$ cat src/rtl/deadline_timer_queue_macros.svh
// Assertion macros for the deadline timer queue.
// Included by the controller and datapath; no other dependencies.
`ifndef DEADLINE_TIMER_QUEUE_MACROS_SVH
`define DEADLINE_TIMER_QUEUE_MACROS_SVH

// same-cycle implication, disabled in reset
`define DTQ_ASSERT_NOW(label, clk, rst_n, ante, cons, msg) \
    label: assert property (@(posedge clk) disable iff (!rst_n) (ante) |-> (cons)) \
        else $error(msg);

// next-cycle implication, disabled in reset
`define DTQ_ASSERT_NEXT(label, clk, rst_n, ante, cons, msg) \
    label: assert property (@(posedge clk) disable iff (!rst_n) (ante) |=> (cons)) \
        else $error(msg);

`endif

$ cat src/rtl/dtq_pkg.sv
// Shared constants, codes and control structs of the deadline timer queue.
// No dependencies.
package dtq_pkg;

    localparam int DEPTH       = 16;
    localparam int MAX_RESULTS = 16;

    localparam int TIME_W   = 64;
    localparam int ID_W     = 16;
    localparam int DELAY_W  = 32;
    localparam int STATUS_W = 2;
    localparam int OCC_W    = $clog2(DEPTH + 1);
    localparam int CNT_W    = $clog2(MAX_RESULTS + 1);

    localparam logic [OCC_W-1:0] OCC_FULL = OCC_W'(DEPTH);
    localparam logic [CNT_W-1:0] CNT_LAST = CNT_W'(MAX_RESULTS - 1);

    localparam logic KIND_ADD  = 1'b0;
    localparam logic KIND_TICK = 1'b1;

    localparam logic [STATUS_W-1:0] ST_ADDED = 2'd0;
    localparam logic [STATUS_W-1:0] ST_FULL  = 2'd1;
    localparam logic [STATUS_W-1:0] ST_FIRED = 2'd2;

    typedef struct packed {
        logic                load_add;
        logic                load_tick;
        logic                insert;
        logic                drop;
        logic                emit;
        logic                sel_head;
        logic                last;
        logic [STATUS_W-1:0] status;
    } t_dtq_cmd;

    typedef struct packed {
        logic full;
        logic head_due;
        logic next_due;
        logic out_free;
    } t_dtq_stat;

endpackage

$ cat src/rtl/dtq_if.sv
// Request and response channel interfaces of the deadline timer queue.
// Depends on dtq_pkg.
interface dtq_req_if import dtq_pkg::*; ();
    logic               valid;
    logic               ready;
    logic               kind;
    logic [ID_W-1:0]    task_id;
    logic [DELAY_W-1:0] delay;

    modport source (output valid, kind, task_id, delay, input ready);
    modport sink   (input valid, kind, task_id, delay, output ready);
endinterface

interface dtq_rsp_if import dtq_pkg::*; ();
    logic                valid;
    logic                ready;
    logic [STATUS_W-1:0] status;
    logic [ID_W-1:0]     fired_id;
    logic                last;

    modport source (output valid, status, fired_id, last, input ready);
    modport sink   (input valid, status, fired_id, last, output ready);
endinterface

$ cat src/rtl/dtq_ctrl.sv
// Controller of the deadline timer queue: one-hot sequencer for add and tick words.
// Depends on dtq_pkg and deadline_timer_queue_macros.svh.
`include "deadline_timer_queue_macros.svh"

module dtq_ctrl import dtq_pkg::*; (
    input  logic      i_clk,
    input  logic      i_rst_n,
    input  logic      i_valid,
    input  logic      i_kind,
    input  t_dtq_stat i_stat,
    output logic      o_ready,
    output t_dtq_cmd  o_cmd
);

    typedef enum logic [2:0] {
        S_IDLE = 3'b001,
        S_ADD  = 3'b010,
        S_TICK = 3'b100
    } t_state;

    t_state             r_state, n_state;
    logic [CNT_W-1:0]   r_cnt, n_cnt;
    logic               w_acc;
    logic               w_last;

    assign o_ready = (r_state == S_IDLE);
    assign w_acc   = o_ready && i_valid;
    assign w_last  = !(i_stat.next_due && (r_cnt < CNT_LAST));

    always_comb begin
        n_state = r_state;
        n_cnt   = r_cnt;
        o_cmd   = '0;
        unique case (r_state)
            S_IDLE: begin
                n_cnt = '0;
                if (w_acc) begin
                    if (i_kind == KIND_TICK) begin
                        o_cmd.load_tick = 1'b1;
                        n_state         = S_TICK;
                    end else begin
                        o_cmd.load_add = 1'b1;
                        n_state        = S_ADD;
                    end
                end
            end
            S_ADD: begin
                if (i_stat.out_free) begin
                    o_cmd.emit   = 1'b1;
                    o_cmd.last   = 1'b1;
                    o_cmd.insert = !i_stat.full;
                    o_cmd.status = i_stat.full ? ST_FULL : ST_ADDED;
                    n_state      = S_IDLE;
                end
            end
            S_TICK: begin
                if (!i_stat.head_due) begin
                    n_state = S_IDLE;
                end else if (i_stat.out_free) begin
                    o_cmd.emit     = 1'b1;
                    o_cmd.drop     = 1'b1;
                    o_cmd.sel_head = 1'b1;
                    o_cmd.last     = w_last;
                    o_cmd.status   = ST_FIRED;
                    n_cnt          = r_cnt + CNT_W'(1);
                    if (w_last) begin
                        n_state = S_IDLE;
                    end
                end
            end
            default: begin
                n_state = S_IDLE;
            end
        endcase
    end

    always_ff @(posedge i_clk) begin
        if (!i_rst_n) begin
            r_state <= S_IDLE;
            r_cnt   <= '0;
        end else begin
            r_state <= n_state;
            r_cnt   <= n_cnt;
        end
    end

    `DTQ_ASSERT_NOW(a_emit_slot, i_clk, i_rst_n, o_cmd.emit, i_stat.out_free, "emit into busy output register")
    `DTQ_ASSERT_NOW(a_drop_due, i_clk, i_rst_n, o_cmd.drop, i_stat.head_due && !o_cmd.insert, "drop of a head that is not due")
    `DTQ_ASSERT_NEXT(a_tick_scan, i_clk, i_rst_n, w_acc && i_kind == KIND_TICK, r_state == S_TICK && r_cnt == '0, "tick word did not start a scan")

endmodule

$ cat src/rtl/dtq_datapath.sv
// Datapath of the deadline timer queue: time counter, sorted deadline list, output register.
// Depends on dtq_pkg and deadline_timer_queue_macros.svh.
`include "deadline_timer_queue_macros.svh"

module dtq_datapath import dtq_pkg::*; (
    input  logic                i_clk,
    input  logic                i_rst_n,
    input  t_dtq_cmd            i_cmd,
    input  logic [ID_W-1:0]     i_task_id,
    input  logic [DELAY_W-1:0]  i_delay,
    input  logic                i_out_ready,
    output t_dtq_stat           o_stat,
    output logic                o_valid,
    output logic [STATUS_W-1:0] o_status,
    output logic [ID_W-1:0]     o_fired_id,
    output logic                o_last
);

    logic [TIME_W-1:0]   r_now;
    logic [OCC_W-1:0]    r_occ;
    logic [TIME_W-1:0]   r_dl;
    logic [ID_W-1:0]     r_id;
    logic [TIME_W-1:0]   r_dls [DEPTH];
    logic [ID_W-1:0]     r_ids [DEPTH];
    logic                r_o_valid;
    logic [STATUS_W-1:0] r_o_status;
    logic [ID_W-1:0]     r_o_id;
    logic                r_o_last;

    logic [DEPTH-1:0]    w_ge, w_lsb, w_after;
    logic [TIME_W-1:0]   w_dn_dl [DEPTH];
    logic [ID_W-1:0]     w_dn_id [DEPTH];
    logic [TIME_W-1:0]   w_up_dl [DEPTH];
    logic [ID_W-1:0]     w_up_id [DEPTH];

    // insertion point: first cell that is empty or later than the new deadline
    always_comb begin
        for (int i = 0; i < DEPTH; i++) begin
            w_ge[i] = (OCC_W'(i) >= r_occ) || (r_dls[i] > r_dl);
        end
    end

    assign w_lsb   = w_ge & (~w_ge + DEPTH'(1));
    assign w_after = ~(w_lsb | (w_lsb - DEPTH'(1)));

    for (genvar g = 0; g < DEPTH; g++) begin : g_cell
        if (g == 0) begin : g_first
            assign w_dn_dl[g] = r_dl;
            assign w_dn_id[g] = r_id;
        end else begin : g_inner
            assign w_dn_dl[g] = r_dls[g-1];
            assign w_dn_id[g] = r_ids[g-1];
        end
        if (g == DEPTH - 1) begin : g_tail
            assign w_up_dl[g] = r_dls[g];
            assign w_up_id[g] = r_ids[g];
        end else begin : g_body
            assign w_up_dl[g] = r_dls[g+1];
            assign w_up_id[g] = r_ids[g+1];
        end
    end

    assign o_stat.full     = (r_occ == OCC_FULL);
    assign o_stat.head_due = (r_occ != '0) && (r_dls[0] <= r_now);
    assign o_stat.next_due = (r_occ > OCC_W'(1)) && (r_dls[1] <= r_now);
    assign o_stat.out_free = !r_o_valid || i_out_ready;

    always_ff @(posedge i_clk) begin
        if (!i_rst_n) begin
            r_now <= '0;
            r_occ <= '0;
        end else begin
            if (i_cmd.load_tick) begin
                r_now <= r_now + TIME_W'(1);
            end
            if (i_cmd.insert) begin
                r_occ <= r_occ + OCC_W'(1);
            end else if (i_cmd.drop) begin
                r_occ <= r_occ - OCC_W'(1);
            end
        end
    end

    always_ff @(posedge i_clk) begin
        if (i_cmd.load_add) begin
            r_dl <= r_now + TIME_W'(i_delay);
            r_id <= i_task_id;
        end
    end

    // hold, shift up behind the new entry, or advance on drop
    always_ff @(posedge i_clk) begin
        for (int i = 0; i < DEPTH; i++) begin
            if (i_cmd.insert && w_lsb[i]) begin
                r_dls[i] <= r_dl;
                r_ids[i] <= r_id;
            end else if (i_cmd.insert && w_after[i]) begin
                r_dls[i] <= w_dn_dl[i];
                r_ids[i] <= w_dn_id[i];
            end else if (i_cmd.drop) begin
                r_dls[i] <= w_up_dl[i];
                r_ids[i] <= w_up_id[i];
            end
        end
    end

    always_ff @(posedge i_clk) begin
        if (!i_rst_n) begin
            r_o_valid <= 1'b0;
        end else if (i_cmd.emit) begin
            r_o_valid <= 1'b1;
        end else if (i_out_ready) begin
            r_o_valid <= 1'b0;
        end
    end

    always_ff @(posedge i_clk) begin
        if (i_cmd.emit) begin
            r_o_status <= i_cmd.status;
            r_o_last   <= i_cmd.last;
            r_o_id     <= i_cmd.sel_head ? r_ids[0] : r_id;
        end
    end

    assign o_valid    = r_o_valid;
    assign o_status   = r_o_status;
    assign o_fired_id = r_o_id;
    assign o_last     = r_o_last;

    `DTQ_ASSERT_NOW(a_insert_room, i_clk, i_rst_n, i_cmd.insert, r_occ != OCC_FULL && !i_cmd.drop, "insert into full list")
    `DTQ_ASSERT_NEXT(a_insert_count, i_clk, i_rst_n, i_cmd.insert, r_occ == $past(r_occ) + OCC_W'(1), "occupancy did not grow on insert")

endmodule

$ cat src/rtl/deadline_timer_queue.sv
// Top level of the deadline timer queue: sorted millisecond timer list.
// Depends on dtq_pkg, dtq_if, dtq_ctrl and dtq_datapath.
//
//   channel  dir  word fields                    handshake
//   i_req    in   kind, task_id, delay           valid / ready
//   o_rsp    out  status, fired_id, last         valid / ready
//
// An add word: accept, then list insert and result load. A tick word: accept,
// then one result per fired task, or none when none is due; the single result
// register and the list head port set one fired task per cycle while o_rsp is not stalled.
// Reset (i_rst_n low, synchronous) clears time, occupancy and the output valid.
// A stalled o_rsp holds the sequencer; i_req is taken again once it returns to idle.
module deadline_timer_queue import dtq_pkg::*; (
    input  logic     i_clk,
    input  logic     i_rst_n,
    dtq_req_if.sink  i_req,
    dtq_rsp_if.source o_rsp
);

    t_dtq_cmd  w_cmd;
    t_dtq_stat w_stat;

    dtq_ctrl u_ctrl (
        .i_clk   (i_clk),
        .i_rst_n (i_rst_n),
        .i_valid (i_req.valid),
        .i_kind  (i_req.kind),
        .i_stat  (w_stat),
        .o_ready (i_req.ready),
        .o_cmd   (w_cmd)
    );

    dtq_datapath u_datapath (
        .i_clk       (i_clk),
        .i_rst_n     (i_rst_n),
        .i_cmd       (w_cmd),
        .i_task_id   (i_req.task_id),
        .i_delay     (i_req.delay),
        .i_out_ready (o_rsp.ready),
        .o_stat      (w_stat),
        .o_valid     (o_rsp.valid),
        .o_status    (o_rsp.status),
        .o_fired_id  (o_rsp.fired_id),
        .o_last      (o_rsp.last)
    );

endmodule
$ cat src/flat_wrapper.sv
// flat-port wrapper written by rule: the top's interface ports become plain ports
module deadline_timer_queue_flat import dtq_pkg::*;
  (i_clk, i_rst_n, i_req_valid, i_req_kind, i_req_task_id, i_req_delay, i_req_ready, o_rsp_valid, o_rsp_status, o_rsp_fired_id, o_rsp_last, o_rsp_ready);
  dtq_req_if i_req_i ();
  dtq_rsp_if o_rsp_i ();
  input  logic i_clk;
  input  logic i_rst_n;
  input wire logic [$bits(i_req_i.valid)-1:0] i_req_valid;
  input wire logic [$bits(i_req_i.kind)-1:0] i_req_kind;
  input wire logic [$bits(i_req_i.task_id)-1:0] i_req_task_id;
  input wire logic [$bits(i_req_i.delay)-1:0] i_req_delay;
  output wire logic [$bits(i_req_i.ready)-1:0] i_req_ready;
  output wire logic [$bits(o_rsp_i.valid)-1:0] o_rsp_valid;
  output wire logic [$bits(o_rsp_i.status)-1:0] o_rsp_status;
  output wire logic [$bits(o_rsp_i.fired_id)-1:0] o_rsp_fired_id;
  output wire logic [$bits(o_rsp_i.last)-1:0] o_rsp_last;
  input wire logic [$bits(o_rsp_i.ready)-1:0] o_rsp_ready;
  assign i_req_i.valid = i_req_valid;
  assign i_req_i.kind = i_req_kind;
  assign i_req_i.task_id = i_req_task_id;
  assign i_req_i.delay = i_req_delay;
  assign i_req_ready = i_req_i.ready;
  assign o_rsp_valid = o_rsp_i.valid;
  assign o_rsp_status = o_rsp_i.status;
  assign o_rsp_fired_id = o_rsp_i.fired_id;
  assign o_rsp_last = o_rsp_i.last;
  assign o_rsp_i.ready = o_rsp_ready;
  deadline_timer_queue u_core (.i_clk(i_clk), .i_rst_n(i_rst_n), .i_req(i_req_i), .o_rsp(o_rsp_i));
endmodule
$ cat config.mk
export PLATFORM = sky130hd
export DESIGN_NAME = deadline_timer_queue_flat
export DESIGN_NICKNAME = d
export VERILOG_FILES = /design/src/rtl/dtq_pkg.sv /design/src/rtl/dtq_if.sv /design/src/rtl/dtq_ctrl.sv /design/src/rtl/dtq_datapath.sv /design/src/rtl/deadline_timer_queue.sv /design/src/flat_wrapper.sv
export VERILOG_INCLUDE_DIRS = /design/src /design/src/rtl
export SDC_FILE = /design/constraint.sdc
export NUM_CORES = 2
export LEC_CHECK = 0
export BUFFER_PORTS_ARGS = -buffer_cell sky130_fd_sc_hd__buf_2
export CAP_MARGIN = 0
export CORE_MARGIN = 10
export CORE_UTILIZATION = 62
export CTS_CLUSTER_SIZE = 10
export DETAILED_ROUTE_END_ITERATION = 8
export PLACE_DENSITY = 0.79
export SLEW_MARGIN = 40
export SYNTH_ARGS = -nofsm -noshare
export SYNTH_HDL_FRONTEND = slang
export SYNTH_HIERARCHICAL = 1
export SYNTH_SLANG_ARGS = --single-unit
$ cat constraint.sdc
create_clock -name i_clk -period 13.41 [get_ports i_clk]
set_input_delay 1.341 -clock i_clk [delete_from_list [all_inputs] [get_ports i_clk]]
set_output_delay 1.341 -clock i_clk [all_outputs]
set_load 0.02 [all_outputs]
==> flow_metrics.env <==
export IMPL_finalSetupTns_ns=0
export IMPL_synthFlopType="edfxtp_1"
export IMPL_gr_total_overflow=0
export IMPL_dp_hpwl_um=265300
export IMPL_synth_edf_count=1379
export IMPL_status="finished, violations left"
export IMPL_fillers=12335
export IMPL_grt_first_pass_wirelength_um=569800
export IMPL_yosysSeqAreaShare=0.4297
export IMPL_globalplace_congestion=1.058
export IMPL_tightestPinTransition_ns=1.057
export IMPL_cap_violations=0
export IMPL_grt_max_degree=162
export IMPL_placed_area_um2=102900
export IMPL_initial_core_util=0.6235
export IMPL_syn_inst=9858
export IMPL_p_switching_w=0.002564
export IMPL_dieArea_um2=177800
export IMPL_intPower_w=0.007755
export IMPL_synth_top_area_share=0.4141
export IMPL_die_h_um=421.6
export IMPL_cts_buffer_depth=3
export IMPL_relSlewSlack=0.2952
export IMPL_drtIter0Drc=14437
export IMPL_routedWlPerCell_um=33.26
export IMPL_dr_pass1_iters=9
export IMPL_num_vias=88694
export IMPL_yosysWarnings=6
export IMPL_p_comb_frac=0.076
export IMPL_maxSlewViolCount=0
export IMPL_antenna_left=0
export IMPL_cts_tree="built"
export IMPL_pwr_density_cell_nw_per_um2=95.27
export IMPL_cts_sinks=1457
export IMPL_final_area_um2=108300
export IMPL_antenna_found_initial=21
export IMPL_crit_type="flip-flop to flip-flop"
export IMPL_drive_above_1_share=0.1044
export IMPL_gr_usage_all_layers=0.4265
export IMPL_hold_slack_ns=0.4926
export IMPL_final_nets=10921
export IMPL_clock_power_share=0.431
export IMPL_regArea_um2=42970
export IMPL_root_buffer="clkbuf_16"
export IMPL_skew_ns=0.06512
export IMPL_cts_buffers=172
export IMPL_syn_area_um2=100000
export IMPL_worstPathArrival_ns=9.70
export IMPL_synth_async_reset_ratio=0
export IMPL_synth_distinct_cells=97
export IMPL_core_area_um2=160400
export IMPL_rsz0062_at_grt="no"
export IMPL_hold_buffers=0
export IMPL_pwr_share_seq=0.493
export IMPL_total_power_w=0.01032
export IMPL_fmax_ghz=0.1095
export IMPL_wirelength_um=397900
export IMPL_cts_resized=0
export IMPL_post_cts_buffers=0
export IMPL_ir_worst_vdd_uv=135.8
export IMPL_yosysMostFrequentCell="edfxtp_1"
export IMPL_hp_class="flip-flop to flip-flop"
export IMPL_cts_clk_slew_worst_paths_ns=0.06
export IMPL_fp_dieW_um=421.6
export IMPL_synth_seq_cells=1457
export IMPL_worstSkewPairLatency_ns=0.87
export IMPL_required_ns=13.97
export IMPL_violations="DRC"
export IMPL_crit_fanout=32
export IMPL_io_pins=74
export IMPL_end_kind="flip-flop"
export IMPL_drc=1
export IMPL_power_leakage_nw=41.68
export IMPL_startpoint_type="flip-flop"
export IMPL_min_period_over_period=0.6812
export IMPL_finalSetupViolCount=0
export IMPL_synth_fp_nets=11103
export IMPL_multi_input_area_um2=54480
export IMPL_htreeDepth=4
export IMPL_avgSynthCellArea_um2=10.14
export IMPL_grt_pass1_vias=84021
export IMPL_finalHoldViolations=0
export IMPL_rows=147
export IMPL_yosysTopAreaCell="edfxtp_1"
export IMPL_synthTopCellsByArea="edfxtp_1 (41%), ha_1 (15%), a21oi_1 (4.6%), mux2i_1 (4.0%), nor2_1 (3.6%)"
export IMPL_io_buffers=73
export IMPL_min_period_ns=9.135
export IMPL_area_delta_synth_final_pct=8.317
export IMPL_ys_top_cells_by_count="edfxtp_1 (1379), ha_1 (1191), nor2_1 (960), a21oi_1 (918), nand2_1 (835)"
export IMPL_vias_per_cell=7.415
export IMPL_switching_share=0.2485
-- placed cells by master, fill, tap and decap left out, types with 89 or more instances in the layout --
cell type,Yosys,layout
nand4_1,248,248
nor2_1,960,952
o221a_2,162,162
inv_1,181,168
mux2i_1,402,402
nand2_1,835,823
nand3_1,230,230
o21ai_0,662,655
xnor2_1,107,107
and3_1,101,100
a21oi_1,918,913
edfxtp_1,1379,1379
nor3_1,150,144
mux2_2,254,254
ha_1,1191,1191
o21bai_1,90,89
clkbuf_16,0,173
nand2b_1,110,108
a21o_1,190,189
buf_4,12,151
a221oi_1,111,110
-- area by class of cell --
class	instances	area share
Inverter	183	0.006457
Multi-Input combinational cell	7582	0.5030
Tap cell	2160	0.02495
Antenna cell	14	0.0003234
Timing Repair Buffer	280	0.02139
Clock buffer	251	0.04295
Sequential cell	1457	0.3967
Clock inverter	34	0.004251
-- registers in the layout, indices dropped and copies added (netlist names), 2 cells and up --
signal and cells:
u_core/u_datapath/r_dls 1024, u_core/u_datapath/r_ids 256, u_core/u_datapath/r_dl 64, u_core/u_datapath/r_now 64, u_core/u_datapath/o_fired_id 16, u_core/u_datapath/r_id 16, u_core/u_ctrl/r_cnt 5, u_core/u_datapath/r_occ 5
u_core/u_ctrl/r_state 3, u_core/u_datapath/o_status 2
-- layer usage --
metal,global-route usage,share of wire,vias up
met2,0.6079,0.41,7396
li1,-,-,37227
met3,0.1577,0.16,1679
met4,0.2654,0.076,24
met5,0,0.00041,-
met1,0.5469,0.36,42368
-- power by group through the flow --
| stage | Combinational, W | Sequential, W | Clock [W] |
|---|---|---|---|
| floorplan | 0.000525 | 0.00514 | 0 |
| global placement | 0.000711 | 0.00518 | 0 |
| detailed placement | 0.000749 | 0.00518 | 0 |
| CTS | 0.000754 | 0.00509 | 0.00444 |
| global route | 0.000850 | 0.00509 | 0.00462 |
| finish | 0.000786 | 0.00509 | 0.00444 |
-- critical path: stages (launching register included) --
cell and delay (ns):
edfxtp_1 0.63, clkinv_1 0.79, ha_1 0.63, nand4_1 0.22
nor4_2 0.27, buf_4 0.20, nand4_1 0.42, nor4_2 0.40
buf_2 0.23, buf_2 0.25, nand3_1 0.49, a221oi_4 0.86
nand3_2 0.70, or2_4 0.64, o21ai_4 0.19, buf_4 0.63
nand2_4 0.49, buf_6 0.41, buf_12 0.26
-- through the flow --
step | instances | util | setup slack, ns
finish | 11961 | 0.6754 | 4.275
global route | 11948 | 0.6752 | 4.413
CTS | 11937 | 0.6737 | 5.172
detailed placement | 11652 | 0.6418 | 5.228
global placement | 11641 | 0.6390 | 3.625
floorplan | 9858 | - | 3.803
-- path summary, 6_finish.rpt --
check | startpoint | to | slack, ns | cells after the start
max | u_core/u_datapath/r_dl[57] | u_core/u_datapath/r_ids[1][92] | 4.27 | 18
min | u_core/u_ctrl/r_cnt[4] | u_core/u_ctrl/r_cnt[4] | 0.49 | 2
max reg2reg | u_core/u_datapath/r_dl[57] | u_core/u_datapath/r_ids[1][92] | 4.27 | 18
min reg2reg | u_core/u_ctrl/r_cnt[4] | u_core/u_ctrl/r_cnt[4] | 0.49 | 2
-- cell families (layout without fill, tap and decap cells) --
group	count (synthesis)	in the layout	synth area share
DFF	1457	1457	0.4297
xor gates and xnor gates	114	114	0.009984
AOI/OAI and AO/OA	2703	2703	0.1755
other	0	14	0
adders and majority gates	1192	1192	0.1492
muxes	657	657	0.06895
and+or+nand+nor	2916	2916	0.1346
buffers and inverters	819	748	0.03204
Power figures use the tool's default switching activity.
